===== src/rtl/core/mtg_pkg.sv =====
// ----------------------------------------------------------------------------
// mtg_pkg
// shared types, constants and word functions of the mt19937 generator
// ----------------------------------------------------------------------------
package mtg_pkg;

    localparam int unsigned STATE_WORDS  = 624;
    localparam int unsigned TWIST_OFFSET = 397;
    localparam int unsigned ADDR_W       = 10;
    localparam int unsigned WORD_W       = 32;

    localparam logic [31:0] MT_MATRIX    = 32'h9908_b0df;
    localparam logic [31:0] MT_UPPER     = 32'h8000_0000;
    localparam logic [31:0] MT_LOWER     = 32'h7fff_ffff;
    localparam logic [31:0] MT_INIT_MULT = 32'd1812433253;
    localparam logic [31:0] MT_TEMPER_B  = 32'h9d2c_5680;
    localparam logic [31:0] MT_TEMPER_C  = 32'hefc6_0000;
    localparam logic [31:0] SEED_RESET   = 32'd5489;

    // action codes of an input beat
    localparam logic ACT_DRAW = 1'b0;
    localparam logic ACT_SEED = 1'b1;

    // classified item handed from the front to the back
    typedef struct packed {
        logic        is_seed;
        logic [31:0] seed;
    } t_item;

    // twist of one word from the current, next and far words
    function automatic logic [31:0] twist_word(input logic [31:0] cur,
                                               input logic [31:0] nxt,
                                               input logic [31:0] far);
        logic [31:0] v;
        v = (cur & MT_UPPER) | (nxt & MT_LOWER);
        return far ^ (v >> 1) ^ (nxt[0] ? MT_MATRIX : 32'h0);
    endfunction

    // output tempering
    function automatic logic [31:0] temper(input logic [31:0] y_in);
        logic [31:0] y;
        y = y_in;
        y = y ^ (y >> 11);
        y = y ^ ((y << 7) & MT_TEMPER_B);
        y = y ^ ((y << 15) & MT_TEMPER_C);
        y = y ^ (y >> 18);
        return y;
    endfunction

endpackage


===== src/rtl/core/mtg_front.sv =====
// ----------------------------------------------------------------------------
// mtg_front
// input beat acceptance, action decode and two-entry item queue
// ----------------------------------------------------------------------------
module mtg_front (
    input  logic          i_clk,
    input  logic          i_rst_n,
    input  logic          i_valid,
    output logic          o_ready,
    input  logic          i_action,
    input  logic [31:0]   i_seed_value,
    output logic          o_item_valid,
    output mtg_pkg::t_item o_item,
    input  logic          i_item_ready
);

    mtg_pkg::t_item r_q [2];
    logic           r_wr_ptr;
    logic           r_rd_ptr;
    logic [1:0]     r_count;
    logic [1:0]     n_count;
    logic           push;
    logic           pop;
    mtg_pkg::t_item item_in;

    always_comb begin
        item_in.is_seed = (i_action == mtg_pkg::ACT_SEED);
        item_in.seed    = i_seed_value;
    end

    assign o_ready      = (r_count != 2'd2);
    assign push         = i_valid && o_ready;
    assign o_item_valid = (r_count != 2'd0);
    assign pop          = o_item_valid && i_item_ready;
    assign o_item       = r_q[r_rd_ptr];

    always_comb begin
        n_count = r_count;
        if (push && !pop) begin
            n_count = r_count + 2'd1;
        end else if (pop && !push) begin
            n_count = r_count - 2'd1;
        end
    end

    always_ff @(posedge i_clk) begin
        if (push) begin
            r_q[r_wr_ptr] <= item_in;
        end
    end

    always_ff @(posedge i_clk) begin
        if (!i_rst_n) begin
            r_wr_ptr <= 1'b0;
            r_rd_ptr <= 1'b0;
            r_count  <= 2'd0;
        end else begin
            if (push) begin
                r_wr_ptr <= ~r_wr_ptr;
            end
            if (pop) begin
                r_rd_ptr <= ~r_rd_ptr;
            end
            r_count <= n_count;
        end
    end

endmodule


===== config.mk =====
export PLATFORM = sky130hd
export DESIGN_NAME = mtg_front
export DESIGN_NICKNAME = d
export VERILOG_FILES = /design/src/rtl/core/mtg_pkg.sv /design/src/rtl/core/mtg_front.sv
export SDC_FILE = /design/constraint.sdc
export NUM_CORES = 1
export LEC_CHECK = 0
export BUFFER_PORTS_ARGS = -buffer_cell sky130_fd_sc_hd__buf_4
export CAP_MARGIN = 15
export CORE_AREA = 5 5 78 80
export DETAILED_ROUTE_END_ITERATION = 12
export DIE_AREA = 0 0 83 85
export GPL_ROUTABILITY_DRIVEN = 0
export PLACE_DENSITY = 0.76
export SLEW_MARGIN = 15
export SYNTH_ARGS = -nofsm -noshare
export SYNTH_HDL_FRONTEND = slang
export SYNTH_SLANG_ARGS = --single-unit
export TNS_END_PERCENT = 100

===== constraint.sdc =====
create_clock -name i_clk -period 2.2 [get_ports i_clk]
set_clock_uncertainty 0.2 [all_clocks]
set_input_delay 0.11 -clock i_clk [delete_from_list [all_inputs] [get_ports i_clk]]
set_output_delay 0.11 -clock i_clk [all_outputs]
set_load 0.03 [all_outputs]

# [Word level (Yosys, flattened, before mapping)]
# Memory sizes are Yosys's and may differ from the RTL's. A register that Yosys moved wholly into a read port is not among the register bits.
# Index checks and enable logic that the tools add are counted.
[classes] add_sub_neg=2 n_eq_ne=1 n_mux=6 bitwise=2 n_reduce_logical=8
[ops] op="logical AND 1 bit" count=4
[ops] op="two-way mux 1 bit" count=4
[ops] op="two-way mux 2 bit" count=2
[ops] op="nonzero test 2 bit" count=2
[ops] op="adder 2 x 1 -> 2 bit, second input constant" count=1
[ops] op="zero test 1 bit" count=2
[ops] op="inequality test 2 bit, second input constant" count=1
[ops] op="NOT 1 bit" count=2
[ops] op="subtractor 2 x 1 -> 2 bit, second input constant" count=1
[totals] register_bits=4 ramBits=66 input_bits=37 output_inout_bits=35 elab_cells=23 mem_count=1
[mem_list] memory="r_q" depth=2 width=33 rd=1 rd_ports_with_merged_regs=1 wr=1 line="mtg_front.sv:17" source="mtg_pkg::t_item r_q [2];"

# [Logic depth before layout (Yosys ltp)]
[logic_depth] word_depth=6 mapped_depth=6 mapped_depth_nobuf=6

# [Least setup slack after synthesis]
# No wires, ideal clock.
[synth_path] kind="register to register" start="register r_count[0]" end="memory r_q[1][0] (netlist bit) (enable)" setup_time_ns=0.393 arrival_ns=1.485 t_required_ns=1.607 path_slack_ns=0.121 path_stages_with_launch=3 n_path_buf=0 period_less_slack_ns=2.079 path_cell_list="dfxtp_1 > nand2b_4 > and3_1"
[synth_between] elab_chain_len=4
[synth_rtl] element="start: declaration" line="mtg_front.sv:20" source="logic [1:0] r_count;"
[synth_rtl] element="start signal: assignment" line="mtg_front.sv:64" source="r_count <= n_count;"
[synth_rtl] element="inequality test 2 bit" line="mtg_front.sv:31" source="assign o_ready = (r_count != 2'd2);"
[synth_rtl] element="net o_ready" line="mtg_front.sv:9" source="output logic o_ready,"
[synth_rtl] element="logical AND 1 bit" line="mtg_front.sv:32" source="assign push = i_valid && o_ready;"
[synth_rtl] element="two-way mux 1 bit" line="mtg_front.sv:47" source="if (push) begin"
[synth_rtl] element="two-way mux 1 bit (implied by the code)" line="mtg_front.sv:48" source="r_q[r_wr_ptr] <= item_in;"
[synth_rtl] element="end: declaration" line="mtg_front.sv:17"
# The timed path passes the listed nets, and every way through them passes these cells.

==> results.ini <==
[grt]
grt_antenna_before_repair=0
grt-ovfl-total=0
track_usage=0.1529
grt_pass1_wl_mm=8.266
grt_max_degree=23
grt_pass1_vias=1684

[floorplan]
die_x_um=83
ios=72
start_util=0.4902
rows=27
core_um2=5338
die_h_um=85
dieArea_um2=7055

[cts]
htreeDepth=3
cts_made_buffers=9
tritoncts=yes
cts-root-buf=clkbuf_8
cts.sinks=71
cts_setup_buffers=0
clk-insertion-delay-late_ns=0.31
cts_max_path_buffers=2
clk_pin_slew_ns=0.06

[worst_hold_path]
hold_depth=4
hp-class=in2reg
hp-start=i_item_ready

[critical_path]
crit_path_max_fanout=22
crit_top_cell=buf_4
worstRegToRegCells=5
critical_path_class=reg2out
crit_required_ns=1.89
arrival_ns=1.49
crit_family=buffers and inverters
path_cells=buf_4 > mux2_2 > buf_4
timing.rr.end=r_count[1]$_SDFFE_PN0P_
crit_path_max_incr_delay_ns=0.39
worst-path-buf-inv=2
cp-end-kind=primary output
r2r_slack_ns=0.40
start_kind=flip-flop
crit_slowest_cell=mux2_2
r2r_start=r_count[0]$_SDFFE_PN0P_

[timing]
max_clock_freq_mhz=554.4
period_share=0.8200
finalSetupTns_ns=0
rsz0062_at_grt=false
final-setup-viol-count=0
setup_ws_ns=0.3961
maxSlewHeadroom=0.8124
period_minus_slack_ns=1.804
maxSlewViolCount=0
hold_viol_final=0
worstMarginPinSlew_ns=0.2814

[power]
p_leak_uw=0.001454
power_density_nw_per_um2=1091
ir_worst_vdd_uv=845.9

[synth]
yosysTopAreaCellShare=0.7575
syn-cell-area_um2=2616
yosys_warnings=0
syn_inst=127
ys_ff_latch=71
async_reset_ff_frac=0
syn_nets=165
synth.most_common_cell=edfxtp_1
yosysUniqueCellTypes=19
syn_avg_cell_area_um2=20.60
synth.area.top_cells=edfxtp_1 76%, mux2_2 14%, dfxtp_1 3.8%
synth-main-ff-cell=edfxtp_1
synth_largest_area_cell=edfxtp_1
synth.yosys.seq_area_share=0.7958
synth_edf_count=66
synth_commonest_cells=66 x edfxtp_1, 33 x mux2_2, 5 x dfxtp_1

[detailed_routing]
wl_mm=5.111
routedWlPerCell_um=15.82
num_vias=1494
dr.pass1.iters=4
vias_per_cell=4.625
first_iter_violations=87
remaining_drc_errors=0
drtAntennaViolNets=0

[final_layout]
drive_above_1_share=0.5020
layout.nets=284
num_antenna_cells=0
syn_to_final_growth_pct=45.10

[placement]
post-place-ws_ns=0.4074
dp_hpwl_mm=3.390
placement.io_buffers=71

[status]
status=finished clean

[flow_run]
drv_cap=0

-- report_power, final --
group	leakage (µW)	switching (µW)	total [µW]	internal, µW
Combinational	0.000702	825	1470	648
Sequential	0.000658	64.7	1760	1690
Clock	0.0000937	411	913	502
Total	0.00145	1300	4140	2840
-- kinds of logic (layout without fill, tap and decap cells) --
kind of cell | count (synthesis) | in the layout | synth area share
flops | 71 | 71 | 0.7958
buf+inv | 5 | 129 | 0.009085
fa+ha+maj | 1 | 1 | 0.004782
simple gates | 9 | 9 | 0.02487
compound gates | 5 | 5 | 0.01339
xor+xnor | 3 | 3 | 0.01004
mux | 33 | 33 | 0.1420
-- final cells by class --
| class | count | area (µm²) |
|---|---|---|
| multi-input cells | 51 | 510.5 |
| repair buffers | 112 | 928.4 |
| clock buffers | 15 | 176.4 |
| flip-flops and latches | 71 | 2082 |
| fillers | 387 | 1541 |
| inverters | 1 | 3.754 |
| clock inverters | 1 | 5.005 |
| well taps | 72 | 90.09 |
-- worst register-to-register path: cells and delay by family (launching register included) --
| kind | cells | cell delay [ns] |
|---|---|---|
| AOI/OAI and AO/OA | 1 | 0.14 |
| adders and majority gates | 1 | 0.33 |
| DFF | 1 | 0.37 |
| and+or+nand+nor | 3 | 0.70 |
-- cell usage in the layout (no fill, tap or decap) --
master	synthesis	final
a21bo_2	1	1
a21boi_0	1	1
a21boi_1	1	1
and2_1	4	4
and3_1	1	1
buf_4	0	77
clkbuf_1	0	3
clkbuf_8	0	12
clkinv_2	0	1
dfxtp_1	5	5
dlygate4sd3_1	0	35
edfxtp_1	66	66
ha_1	1	1
inv_1	1	1
mux2_2	33	33
nand2b_4	1	1
nand3b_1	1	1
o21ai_0	1	1
o21ai_1	1	1
or2_2	1	1
or3_1	1	1
xnor2_1	2	2
xor2_1	1	1
-- worst max-delay path by stage --
stage                     depth (start not counted)                       to  slack (ns)
after global placement                            5  r_count[1]$_SDFFE_PN0P_        0.50
after floorplan                                   2      r_q[1][0]$_DFFE_PP_        0.12
after CTS                                         3               o_item[28]        0.36
after global routing                              5  r_count[1]$_SDFFE_PN0P_        0.29
after detailed placement                          5  r_count[1]$_SDFFE_PN0P_        0.41
final                                             3               o_item[12]        0.40
-- sequential cells by signal, summed over array words and instances (netlist names), named ones only --
signal / cells
r_wr_ptr: 1
r_count: 2
r_rd_ptr: 1
r_q: 66
-- per-stage QoR --
stage | hold slack [ns] | total power [µW] | instances | utilization | instance area (µm²)
6_report | 0.1057 | 4140 | 323 | 0.7112 | 3796
5_1_grt | 0.1211 | 4348 | 323 | 0.7112 | 3796
4_1_cts | 0.1010 | 4197 | 323 | 0.7112 | 3796
3_5_place_dp | 0.09768 | 3226 | 272 | 0.6116 | 3264
3_3_place_gp | 0.09476 | 3172 | 272 | 0.6116 | 3264
2_1_floorplan | 0.008869 | 2711 | 127 | - | 2616
-- what timing repair did --
action | CTS | global route
setup endpoints to repair | 0 | 0
endpoints found under the hold margin | 71 | 0
gates resized for setup | 0 | 0
hold buffers | 35 | 0
-- routing by layer --
metal,vias to the layer above,share of wire,GRT usage
met1,722,0.36,0.1633
met2,38,0.60,0.2915
met4,0,0.011,0.06241
met5,-,0,0
li1,730,-,-
met3,4,0.034,0.03301
Note: power is estimated with default switching activity, not from simulation.
